[src/sv/fsc_pkg.sv]
// Shared types, constants and signature helpers for the file signature classifier.
package fsc_pkg;

  localparam int unsigned DEF_POSITION_BITS = 32;

  localparam int unsigned PDF_WIN_BITS  = 16;
  localparam int unsigned TAIL_WIN_BITS = 20;
  localparam int unsigned CFG_ADDR_BITS = 1;
  localparam int unsigned CFG_DATA_BITS = 20;

  localparam logic [PDF_WIN_BITS-1:0]  PDF_WIN_RESET  = 16'd1024;
  localparam logic [TAIL_WIN_BITS-1:0] TAIL_WIN_RESET = 20'd8192;

  localparam logic [CFG_ADDR_BITS-1:0] REG_PDF_SEARCH_WINDOW   = 1'd0;
  localparam logic [CFG_ADDR_BITS-1:0] REG_ENCRYPT_TAIL_WINDOW = 1'd1;

  localparam int unsigned HDR_DEPTH  = 12;
  localparam int unsigned COUNT_BITS = 32;
  localparam int unsigned IN_TDATA_BITS  = 8;
  localparam int unsigned OUT_TDATA_BITS = 40;

  localparam logic [2:0] PDF_WORD_LEN  = 3'd5;
  localparam logic [2:0] ENC_WORD_LAST = 3'd7;

  typedef enum logic [2:0] {
    KIND_UNKNOWN = 3'd0,
    KIND_PDF     = 3'd1,
    KIND_JPEG    = 3'd2,
    KIND_PNG     = 3'd3,
    KIND_TIFF    = 3'd4,
    KIND_HEIF    = 3'd5,
    KIND_WEBP    = 3'd6
  } fsc_kind_t;

  typedef logic [7:0] fsc_byte_t;

  // Characters of "%PDF-" by position.
  function automatic fsc_byte_t pdf_char(input logic [2:0] pos);
    fsc_byte_t c;
    case (pos)
      3'd0:    c = 8'h25;
      3'd1:    c = 8'h50;
      3'd2:    c = 8'h44;
      3'd3:    c = 8'h46;
      3'd4:    c = 8'h2D;
      default: c = 8'h00;
    endcase
    return c;
  endfunction

  // Characters of "/Encrypt" by position.
  function automatic fsc_byte_t enc_char(input logic [2:0] pos);
    fsc_byte_t c;
    case (pos)
      3'd0:    c = 8'h2F;
      3'd1:    c = 8'h45;
      3'd2:    c = 8'h6E;
      3'd3:    c = 8'h63;
      3'd4:    c = 8'h72;
      3'd5:    c = 8'h79;
      3'd6:    c = 8'h70;
      default: c = 8'h74;
    endcase
    return c;
  endfunction

  // True when the four bytes form one of the recognized HEIF brands.
  function automatic logic is_heif_brand(input logic [31:0] b);
    logic hit;
    case (b)
      {8'h68, 8'h65, 8'h69, 8'h63},
      {8'h68, 8'h65, 8'h69, 8'h78},
      {8'h68, 8'h65, 8'h69, 8'h6D},
      {8'h68, 8'h65, 8'h69, 8'h73},
      {8'h68, 8'h65, 8'h76, 8'h63},
      {8'h68, 8'h65, 8'h76, 8'h6D},
      {8'h68, 8'h65, 8'h76, 8'h73},
      {8'h6D, 8'h69, 8'h66, 8'h31},
      {8'h6D, 8'h73, 8'h66, 8'h31},
      {8'h61, 8'h76, 8'h69, 8'h66},
      {8'h61, 8'h76, 8'h69, 8'h73}: hit = 1'b1;
      default:                      hit = 1'b0;
    endcase
    return hit;
  endfunction

endpackage

[src/sv/file_signature_classifier_core.sv]
// Top level of the file signature classifier: byte stream in, one classification per file out.
//
//  Channel  Direction  Transaction payload
//  in_      slave      tdata[7:0] data_byte, tlast last_byte
//  out_     master     tdata[2:0] file_kind, [3] encrypted_pdf, [35:4] byte_count, rest zero
//  cfg_     write      addr 0 pdf_search_window, addr 1 encrypt_tail_window
//
//  One byte is accepted per cycle while in_tready is high; each byte is held in the input
//  register and updates the scan state from there; a file's last byte loads the result register.
//  Only a last byte waits on a full result register, so out_tready low stalls input
//  only when a second file ends before the first result is taken.
//  Reset restores the default windows and starts a new file.
module file_signature_classifier_core
  import fsc_pkg::*;
#(
  parameter int unsigned POSITION_BITS = DEF_POSITION_BITS
) (
  input  logic                      clk,
  input  logic                      rst_n,
  input  logic                      in_tvalid,
  output logic                      in_tready,
  input  logic [IN_TDATA_BITS-1:0]  in_tdata,   // [7:0] data_byte
  input  logic                      in_tlast,
  output logic                      out_tvalid,
  input  logic                      out_tready,
  output logic [OUT_TDATA_BITS-1:0] out_tdata,  // [2:0] file_kind, [3] encrypted_pdf,
                                                // [35:4] byte_count
  input  logic                      cfg_wr_en,
  input  logic [CFG_ADDR_BITS-1:0]  cfg_addr,
  input  logic [CFG_DATA_BITS-1:0]  cfg_wdata
);

  localparam int unsigned PB = POSITION_BITS;
  localparam int unsigned WW = (PB > PDF_WIN_BITS) ? PB : PDF_WIN_BITS;
  localparam int unsigned SW = ((PB > TAIL_WIN_BITS) ? PB : TAIL_WIN_BITS) + 1;
  localparam int unsigned CW = (PB > COUNT_BITS) ? PB : COUNT_BITS;
  localparam int unsigned HI = $clog2(HDR_DEPTH);

  logic [PDF_WIN_BITS-1:0]  pdf_win_r;
  logic [TAIL_WIN_BITS-1:0] tail_win_r;

  logic      s1_valid_r;
  fsc_byte_t s1_byte_r;
  logic      s1_last_r;
  logic      s1_go;

  fsc_byte_t      hdr_r [HDR_DEPTH];
  fsc_byte_t      hdr_nxt [HDR_DEPTH];
  logic [PB-1:0]  pos_r, pos_nxt;
  logic [2:0]     pdf_prog_r, pdf_prog_nxt;
  logic           pdf_seen_r, pdf_seen_nxt;
  logic [2:0]     kw_prog_r, kw_prog_nxt;
  logic           kw_seen_r, kw_seen_nxt;
  logic [PB-1:0]  kw_start_r, kw_start_nxt;

  logic                      out_valid_r, out_valid_nxt;
  logic [OUT_TDATA_BITS-1:0] out_data_r;

  fsc_kind_t         kind;
  logic              enc;
  logic [COUNT_BITS-1:0] count;
  logic [WW-1:0]     n_w;
  logic [SW-1:0]     ls_w, n_s, lo_sum, hi_sum;
  logic [CW-1:0]     n_c;
  logic              jpeg_m, png_m, tiff_m, heif_m, webp_m;

  assign s1_go     = s1_valid_r && (!s1_last_r || !out_valid_r || out_tready);
  assign in_tready = !s1_valid_r || s1_go;
  assign out_tvalid = out_valid_r;
  assign out_tdata  = out_data_r;

  always_comb begin
    for (int i = 0; i < HDR_DEPTH; i++) begin
      hdr_nxt[i] = hdr_r[i];
    end
    if (pos_r < PB'(HDR_DEPTH)) begin
      hdr_nxt[pos_r[HI-1:0]] = s1_byte_r;
    end
    pos_nxt = (pos_r != '1) ? pos_r + PB'(1) : pos_r;
    n_w     = WW'(pos_nxt);

    pdf_seen_nxt = pdf_seen_r;
    if (s1_byte_r == pdf_char(pdf_prog_r) && pdf_prog_r < PDF_WORD_LEN) begin
      pdf_prog_nxt = pdf_prog_r + 3'd1;
      if (pdf_prog_nxt == PDF_WORD_LEN) begin
        if (n_w <= WW'(pdf_win_r) || pos_nxt == PB'(5)) begin
          pdf_seen_nxt = 1'b1;
        end
        pdf_prog_nxt = 3'd0;
      end
    end else begin
      pdf_prog_nxt = (s1_byte_r == pdf_char(3'd0)) ? 3'd1 : 3'd0;
    end

    kw_seen_nxt  = kw_seen_r;
    kw_start_nxt = kw_start_r;
    if (s1_byte_r == enc_char(kw_prog_r)) begin
      if (kw_prog_r == ENC_WORD_LAST) begin
        kw_seen_nxt  = 1'b1;
        kw_start_nxt = (pos_r >= PB'(7)) ? pos_r - PB'(7) : '0;
        kw_prog_nxt  = 3'd0;
      end else begin
        kw_prog_nxt = kw_prog_r + 3'd1;
      end
    end else begin
      kw_prog_nxt = (s1_byte_r == enc_char(3'd0)) ? 3'd1 : 3'd0;
    end
  end

  always_comb begin
    jpeg_m = pos_nxt >= PB'(3) && hdr_nxt[0] == 8'hFF && hdr_nxt[1] == 8'hD8
             && hdr_nxt[2] == 8'hFF;
    png_m  = pos_nxt >= PB'(8)
             && {hdr_nxt[0], hdr_nxt[1], hdr_nxt[2], hdr_nxt[3]} == 32'h89504E47
             && {hdr_nxt[4], hdr_nxt[5], hdr_nxt[6], hdr_nxt[7]} == 32'h0D0A1A0A;
    tiff_m = pos_nxt >= PB'(4)
             && ({hdr_nxt[0], hdr_nxt[1], hdr_nxt[2], hdr_nxt[3]} == 32'h49492A00
              || {hdr_nxt[0], hdr_nxt[1], hdr_nxt[2], hdr_nxt[3]} == 32'h4D4D002A);
    heif_m = pos_nxt >= PB'(12)
             && {hdr_nxt[4], hdr_nxt[5], hdr_nxt[6], hdr_nxt[7]} == 32'h66747970
             && is_heif_brand({hdr_nxt[8], hdr_nxt[9], hdr_nxt[10], hdr_nxt[11]});
    webp_m = pos_nxt >= PB'(12)
             && {hdr_nxt[0], hdr_nxt[1], hdr_nxt[2], hdr_nxt[3]} == 32'h52494646
             && {hdr_nxt[8], hdr_nxt[9], hdr_nxt[10], hdr_nxt[11]} == 32'h57454250;

    if (jpeg_m) begin
      kind = KIND_JPEG;
    end else if (png_m) begin
      kind = KIND_PNG;
    end else if (tiff_m) begin
      kind = KIND_TIFF;
    end else if (heif_m) begin
      kind = KIND_HEIF;
    end else if (webp_m) begin
      kind = KIND_WEBP;
    end else if (pdf_seen_nxt) begin
      kind = KIND_PDF;
    end else begin
      kind = KIND_UNKNOWN;
    end

    ls_w   = SW'(kw_start_nxt);
    n_s    = SW'(pos_nxt);
    lo_sum = ls_w + SW'(8);
    hi_sum = ls_w + SW'(tail_win_r);
    enc    = (kind == KIND_PDF) && kw_seen_nxt && (lo_sum <= n_s) && (hi_sum >= n_s);

    n_c   = CW'(pos_nxt);
    count = (n_c > CW'({COUNT_BITS{1'b1}})) ? '1 : n_c[COUNT_BITS-1:0];

    out_valid_nxt = out_valid_r && !out_tready;
    if (s1_go && s1_last_r) begin
      out_valid_nxt = 1'b1;
    end
  end

  always_ff @(posedge clk) begin
    if (!rst_n) begin
      pdf_win_r   <= PDF_WIN_RESET;
      tail_win_r  <= TAIL_WIN_RESET;
      s1_valid_r  <= 1'b0;
      out_valid_r <= 1'b0;
      pos_r       <= '0;
      pdf_prog_r  <= 3'd0;
      pdf_seen_r  <= 1'b0;
      kw_prog_r   <= 3'd0;
      kw_seen_r   <= 1'b0;
      kw_start_r  <= '0;
    end else begin
      if (cfg_wr_en) begin
        case (cfg_addr)
          REG_PDF_SEARCH_WINDOW:   pdf_win_r  <= cfg_wdata[PDF_WIN_BITS-1:0];
          REG_ENCRYPT_TAIL_WINDOW: tail_win_r <= cfg_wdata[TAIL_WIN_BITS-1:0];
          default: ;
        endcase
      end
      if (in_tready) begin
        s1_valid_r <= in_tvalid;
      end
      out_valid_r <= out_valid_nxt;
      if (s1_go) begin
        if (s1_last_r) begin
          pos_r      <= '0;
          pdf_prog_r <= 3'd0;
          pdf_seen_r <= 1'b0;
          kw_prog_r  <= 3'd0;
          kw_seen_r  <= 1'b0;
          kw_start_r <= '0;
        end else begin
          pos_r      <= pos_nxt;
          pdf_prog_r <= pdf_prog_nxt;
          pdf_seen_r <= pdf_seen_nxt;
          kw_prog_r  <= kw_prog_nxt;
          kw_seen_r  <= kw_seen_nxt;
          kw_start_r <= kw_start_nxt;
        end
      end
    end
  end

  // The header bytes past the current count are never compared, so they need no reset.
  always_ff @(posedge clk) begin
    if (in_tready && in_tvalid) begin
      s1_byte_r <= in_tdata[7:0];
      s1_last_r <= in_tlast;
    end
    if (s1_go) begin
      for (int i = 0; i < HDR_DEPTH; i++) begin
        hdr_r[i] <= hdr_nxt[i];
      end
    end
    if (s1_go && s1_last_r) begin
      out_data_r <= {(OUT_TDATA_BITS - COUNT_BITS - 4)'(0), count, enc, kind};
    end
  end

endmodule

[config.mk]
export PLATFORM = sky130hd
export DESIGN_NAME = file_signature_classifier_core
export DESIGN_NICKNAME = d
export VERILOG_FILES = /design/src/sv/fsc_pkg.sv /design/src/sv/file_signature_classifier_core.sv
export SDC_FILE = /design/constraint.sdc
export NUM_CORES = 1
export LEC_CHECK = 0
export BUFFER_PORTS_ARGS = -buffer_cell sky130_fd_sc_hd__clkbuf_2
export CAP_MARGIN = 15
export CORE_MARGIN = 4
export CORE_UTILIZATION = 29
export CTS_CLUSTER_SIZE = 12
export DETAILED_ROUTE_END_ITERATION = 7
export PLACE_DENSITY = 0.45
export SKIP_LAST_GASP = 1
export SLEW_MARGIN = 15
export SYNTH_ARGS = -nofsm -noshare
export SYNTH_HDL_FRONTEND = slang
export SYNTH_SLANG_ARGS = --single-unit
[constraint.sdc]
create_clock -name clk -period 7.01 [get_ports clk]
set_input_delay 0.701 -clock clk [delete_from_list [all_inputs] [get_ports clk]]
set_output_delay 0.701 -clock clk [all_outputs]
set_load 0.02 [all_outputs]
==> results.tsv, run 1 <==
stage	metric	value	unit
sta	Tcrit/Tclk final	97.1	%
sta	Setup Viol. Count Final	0	
synth	count leader, synth	nand2_1	
setup_path	Reg2Reg Depth	31	
sta	Max-slew headroom	22.6	%
drt	ANT nets after route	0	
drt	Detailed Route WL	59600	um
drt	DR vias/cell	5.24	
setup_path	Crit-path slowest cell	or4_4	
synth	Async S/R FF share, synth	0	%
setup_path	CP max stage delay	0.62	ns
synth	Yosys top cell area share	23.9	%
synth	Synth Cell Area	17700	um^2
sta	final worst path period need	6.81	ns
global_routing	initial antenna violation count	0	
drt	DRC	0	
sta	Max Fclk	147	MHz
setup_path	worst path arrival time	7.12	ns
sta	actual slew at the worst max-slew pin	1.16	ns
hold_path	Hold/Removal Path Class	in -> reg	
cells_and_area	fin cells	2969	
sta	worst hold margin	0.290	ns
clocking	H-Tree Level Count	1	
synth	Avg Inst Size Synth	8.82	um^2
floorplan	DIE WIDTH	255	um
power	leakage power	8.61	nW
flow_run	Max Cap Violations	0	
power	Max VDD drop	0.000183	V
global_routing	vias in the first global route	15411	
floorplan	die area	65100	um^2
sta	Hold Fails Final Rpt	0	
placed_design	dpl cells	2899	
floorplan	DIE HEIGHT	255	um
synth	synth warn	0	
setup_path	crit path launch type	flip-flop	
synth	Yosys reg bits	251	
global_routing	total track usage	17.8	%
clocking	clock sink count	251	
drt	WL/cell	20.1	um
synth	register area share after synthesis	36.3	%
drt	Initial DRC Count	1000	
global_routing	Overflow after GRT	0	
sta	fin. max-slew vios	0	
floorplan	Core Area	60400	um^2
status	status	finished clean	
clocking	root buffer selected by CTS	clkbuf_16	
power	Pwr per Cell Area	161	nW/um^2
setup_path	CP required	7.32	ns
cells_and_area	NumNets Final	2313	
floorplan	Starting Density	29.3	%
synth	Cells after Synth	2008	
global_routing	first-pass GRT wire length	91300	um
hold_path	Worst Hold Depth	1	
sta	Fin Setup TNS	0	ns
floorplan	Ports	77	
setup_path	crit end category	flip-flop	
clocking	CTS Buffer Depth	3	
global_routing	largest net degree at the start of global routing	80	
placed_design	DP Wirelength	44300	um
synth	post-synth top area cell	edfxtp_1	
setup_path	crit-path max FO	13	
setup_path	slack of the worst reg-to-reg path	0.20	ns
setup_path	Crit Path Class	reg -> reg	
drt	vias	15544	
cells_and_area	area grow syn2layout	20.7	%
clocking	Num CTS Buffers	31	
clocking	clock-pin slew on the worst setup and hold paths	0.06	ns
placed_design	Setup WS pre-CTS	-0.476	ns
sta	Worst Skew	0.0149	ns
synth	Area contributors post-synth	edfxtp_1 24%, dfxtp_1 12%, ha_1 8.2%	
synth	top cells by count, synth	239 x nand2_1, 141 x edfxtp_1, 122 x inv_1	
placed_design	GPL Wtd Cong	0.924	
drt	first-pass iteration count of the detailed router	8	
clocking	worst skew pair latency	0.59	ns
synth	ys flop type	edfxtp_1	
synth	number of synthesized flops with an enable pin	141	
clocking	CTS tree	done	
sta	setup ws final	0.200	ns
clocking	Post-CTS Hold Fix Bufs	0	
power	Pwr Total	3.45	mW
cells_and_area	fraction of final layout cells with drive strength greater than 1	20.4	%
placed_design	PortBufs	72	
synth	Cell variety after synth	83	
floorplan	row count	90	
## critical path: cells and delay by family (launching register included)
family	cells	cell delay [ns]
flip-flops	1	0.39
AND/OR/NAND/NOR	6	1.71
buffers and inverters	6	0.85
AO/OA/AOI/OAI	15	2.77
adder cells (fa/ha/maj)	3	0.67
XOR/XNOR	1	0.13
## metrics by stage
stage / instance area (um^2) / utilization, %
2_1_floorplan: 17800 / -
3_3_place_gp: 19800 / 32.8
3_5_place_dp: 19800 / 32.8
4_1_cts: 20900 / 34.6
5_1_grt: 21400 / 35.4
6_report: 21400 / 35.4
## what timing repair did
action / in CTS / in global routing
setup endpoints to repair: 1 / 1
pin swaps: 0 / 41
buffers inserted: 0 / 10
cloned: 0 / 1
resized for setup: 9 / 86
## layout make-up
class	instances	area [um^2]
antenna	1	2.50
sequential	251	6440
multi-input combinational	1511	10800
fill	6245	39000
tap	782	978
timing repair buffer	243	1670
clock buffer	43	882
clock inverter	15	116
inverter	123	472
## flip-flops by register name, summed over array words and instances (netlist names)
| register | cells |
|---|---|
| out_tvalid | 1 |
| pdf_seen_r | 1 |
| out_tdata | 36 |
| kw_start_r | 32 |
| s1_valid_r | 1 |
| pdf_win_r | 16 |
| hdr_r | 96 |
| kw_seen_r | 1 |
| pdf_prog_r | 3 |
| kw_prog_r | 3 |
| s1_last_r | 1 |
| pos_r | 32 |
| s1_byte_r | 8 |
| tail_win_r | 20 |
## worst paths after layout
kind	start	to
setup / recovery	kw_prog_r[0]	out_tdata[3]
hold / removal	in_tdata[5]	s1_byte_r[5]
setup reg to reg	kw_prog_r[0]	out_tdata[3]
hold reg to reg	pdf_win_r[14]	pdf_win_r[14]
## cell usage in the layout (no fill, tap or decap), drive strengths merged, types with 12 or more instances in the layout
| cell type | n |
|---|---|
| xor2 | 44 |
| or4 | 33 |
| clkinv | 12 |
| dfxtp | 110 |
| nor2b | 62 |
| mux2 | 57 |
| mux2i | 43 |
| a21o | 38 |
| and2 | 33 |
| xnor2 | 64 |
| a31oi | 12 |
| buf | 172 |
| and3 | 18 |
| a211oi | 23 |
| nor3 | 66 |
| nor4 | 40 |
| a21boi | 41 |
| nand2 | 239 |
| ha | 116 |
| nand4 | 47 |
| nand3 | 61 |
| nor2 | 90 |
| a21oi | 87 |
| edfxtp | 141 |
| clkbuf | 114 |
| o21ai | 82 |
| a22oi | 37 |
| nand2b | 25 |
| o21a | 12 |
| inv | 124 |
| or3 | 18 |
## power by group
part | switching, mW | total [mW] | internal (mW)
logic | 0.168 | 0.259 | 0.0908
clock network | 0.676 | 1.59 | 0.915
registers | 0.0158 | 1.60 | 1.59
total | 0.860 | 3.45 | 2.59
## kinds of logic after synthesis
logic type	after synthesis	synth area share [%]
compound gates	397	14.9
xor+xnor	108	5.34
fa+ha+maj	117	8.31
buf+inv	249	5.51
flops	251	36.3
mux	100	6.06
other cells	1	0.0212
simple gates	785	23.6
## metal layers
metal	part of all wire, %	global-route usage (%)
met1	45	23.5
met2	49	31.3
met3	3.8	1.84
met4	2.9	4.83
met5	0	0
No activity file was read; power rests on OpenSTA's default activity.
==> run 2, diff against run 1 <==
--- a/config.mk
+++ b/config.mk
@@ -5,13 +5,13 @@
 export SDC_FILE = /design/constraint.sdc
 export NUM_CORES = 1
 export LEC_CHECK = 0
-export BUFFER_PORTS_ARGS = -buffer_cell sky130_fd_sc_hd__clkbuf_2
 export CAP_MARGIN = 15
 export CORE_MARGIN = 4
 export CORE_UTILIZATION = 29
 export CTS_CLUSTER_SIZE = 12
 export DETAILED_ROUTE_END_ITERATION = 7
-export PLACE_DENSITY = 0.45
+export DONT_BUFFER_PORTS = 1
+export PLACE_DENSITY = 0.44
 export SKIP_LAST_GASP = 1
 export SLEW_MARGIN = 15
 export SYNTH_ARGS = -nofsm -noshare
==> constraint.sdc (replaced) <==
create_clock -name clk -period 7.01 [get_ports clk]
set_input_delay 0.701 -clock clk [delete_from_list [all_inputs] [get_ports clk]]
set_output_delay 0.701 -clock clk [all_outputs]
set_load 0.1 [all_outputs]
==> results.tsv, run 2 (synthesis gave the netlist of run 1 again) <==
stage	metric	value	unit	change
drt	Detailed Route WL	59700	um	about the same
global_routing	total track usage	18.0	%	+0.13 points
cells_and_area	register bank with the most flops	hdr_r		
sta	Worst Skew	0.0238	ns	+0.00892 ns
status	status	finished clean		
global_routing	vias in the first global route	15035		-2.4%
setup_path	CP max stage delay	0.49	ns	-0.13 ns
setup_path	crit path launch type	flip-flop		
clocking	Num CTS Buffers	34		+9.7%
floorplan	row count	90		unchanged
sta	Fin Setup TNS	0	ns	unchanged
power	Seq pwr share	44.8	%	-1.6 points
setup_path	Crit-path slowest cell	or4_4		
sta	Max Fclk	150	MHz	+1.8%
power	switch share	25.2	%	+0.33 points
sta	actual slew at the worst max-slew pin	1.07	ns	-0.0934 ns
global_routing	largest net degree at the start of global routing	110		+38%
drt	DRC	0		unchanged
setup_path	CP Buf/Inv Count	6		unchanged
clocking	H-Tree Level Count	2		+1
floorplan	DIE WIDTH	255	um	unchanged
clocking	worst skew pair latency	0.57	ns	-0.02 ns
placed_design	DP Wirelength	43900	um	-0.78%
cells_and_area	max reg flops	96		unchanged
placed_design	PortBufs	0		-100%
cells_and_area	Fill cells	6279		+0.54%
cells_and_area	most frequent cells in the layout	238 x nand2_1, 158 x buf_4, 141 x edfxtp_1, 118 x inv_1, 111 x ha_1		
setup_path	worst path arrival time	6.95	ns	-0.17 ns
floorplan	Starting Density	29.3	%	unchanged
sta	Hold Fails Final Rpt	0		unchanged
floorplan	DIE HEIGHT	255	um	unchanged
cells_and_area	diodes inserted	0		-1
power	Pwr per Cell Area	173	nW/um^2	+7.3%
drt	ANT nets after route	0		unchanged
power	Clk pwr share	48.7	%	+2.6 points
drt	DR vias/cell	5.24		+0.18%
cells_and_area	Multi-input gate area	10600	um^2	-1.9%
cells_and_area	flip-flop and latch area	6440	um^2	unchanged
clocking	clock sink count	251		unchanged
drt	vias	15157		-2.5%
power	NetSw	912	uW	+6.1%
power	Max VDD drop	0.000136	V	-26%
global_routing	Overflow after GRT	0		unchanged
cells_and_area	area grow syn2layout	17.7	%	
power	leakage power	8.28	nW	-3.8%
setup_path	most numerous cell on the critical path	a21o_1		
setup_path	Crit Path Class	reg -> reg		
sta	Setup Viol. Count Final	0		unchanged
floorplan	die area	65100	um^2	unchanged
global_routing	initial antenna violation count	0		unchanged
setup_path	crit end category	flip-flop		
power	Comb power frac	6.5	%	-1.0 points
clocking	CTS Buffer Depth	3		unchanged
floorplan	Ports	77		unchanged
floorplan	Core Area	60400	um^2	unchanged
placed_design	GPL Wtd Cong	0.880		-4.7%
cells_and_area	NumNets Final	2234		-3.4%
cells_and_area	fraction of final layout cells with drive strength greater than 1	16.6	%	-3.8 points
drt	WL/cell	20.6	um	+2.8%
setup_path	CP required	7.28	ns	-0.04 ns
clocking	clock-pin slew on the worst setup and hold paths	0.06	ns	about the same
flow_run	Max Cap Violations	0		unchanged
hold_path	Hold/Removal Path Class	in -> reg		
drt	first-pass iteration count of the detailed router	5		-3
global_routing	first-pass GRT wire length	90800	um	-0.55%
sta	worst hold margin	0.232	ns	-0.0583 ns
clocking	Post-CTS Hold Fix Bufs	0		unchanged
clocking	root buffer selected by CTS	clkbuf_16		
setup_path	Top Family by Delay on Critical Path	compound AO/OA/AOI/OAI gates		
sta	final worst path period need	6.69	ns	-0.123 ns
clocking	CTS tree	done		
power	Pint	2.70	mW	+4.3%
drt	Initial DRC Count	864		-14%
sta	fin. max-slew vios	0		unchanged
sta	Tcrit/Tclk final	95.4	%	-1.8 points
cells_and_area	leading cell type in the layout, fill and taps excluded	nand2_1		
sta	Max-slew headroom	28.7	%	+6.0 points
setup_path	crit-path max FO	10		-3
## run 2: cell count changes in the layout (fill, tap and decap cells not counted), moves of 5 or more
cell,delta
buf_4,-7
a21oi_1,+5
nor3_1,+6
ha_4,-5
clkbuf_2,-71
ha_1,+6
a21oi_4,-6
## run 2: final timing paths
check	startpoint	to	slack, ns	cells after the start
worst min register to register	pdf_win_r[8]	pdf_win_r[8]	0.46	2
worst max register to register	kw_prog_r[0]	out_tdata[3]	0.32	35
worst max-delay path	kw_prog_r[0]	out_tdata[3]	0.32	35
worst min-delay path	in_tlast	s1_last_r	0.23	0
## run 2: layout make-up
cell class                 instances  share of cell area [%]
multi-input combinational       1511                    50.9
sequential                       251                    30.9
timing repair buffer             161                    5.91
tap                              782                    4.69
clock buffer                      46                    4.54
inverter                         123                    2.26
clock inverter                    16                   0.840
## run 2: metal layers
layer	vias to the layer above	share of wire [%]	track usage [%]
li1	7402	-	-
met1	7315	44	23.4
met2	354	49	31.2
met3	86	4.3	2.65
met4	0	2.6	5.10
met5	-	0	0
## run 2: metrics by stage
stage	instances	instance area [um^2]	setup WS, ns	util (%)	power [mW]
floorplan	2011	17800	0.0209	-	1.81
global placement	2826	19500	-0.222	32.3	1.88
detailed placement	2826	19500	-0.372	32.3	1.89
CTS	2888	20600	0.0130	34.2	3.67
global route	2890	20800	-0.0393	34.5	3.75
finish	2890	20800	0.324	34.5	3.61
## run 2: power groups by stage
stage,Sequential (mW),Combinational (mW),Clock [mW]
2_1_floorplan,1.65,0.164,0
4_1_cts,1.62,0.235,1.81
3_3_place_gp,1.65,0.231,0
3_5_place_dp,1.65,0.233,0
6_report,1.62,0.234,1.76
5_1_grt,1.62,0.258,1.87
## run 2: repair_timing
action                                  in CTS  in global routing
gates resized for setup                      9                 48
endpoints found under the setup margin       1                  1
setup buffers                                0                  2
pin swaps                                    3                  9
## run 2: worst reg2reg max path: cells and delay by family (launching register included)
kind,cells,cell delay (ns)
flip-flops,1,0.39
AND/OR/NAND/NOR,8,1.74
buffers and inverters,6,0.77
XOR/XNOR,1,0.08
adder cells (fa/ha/maj),3,0.58
AO/OA/AOI/OAI,17,2.84
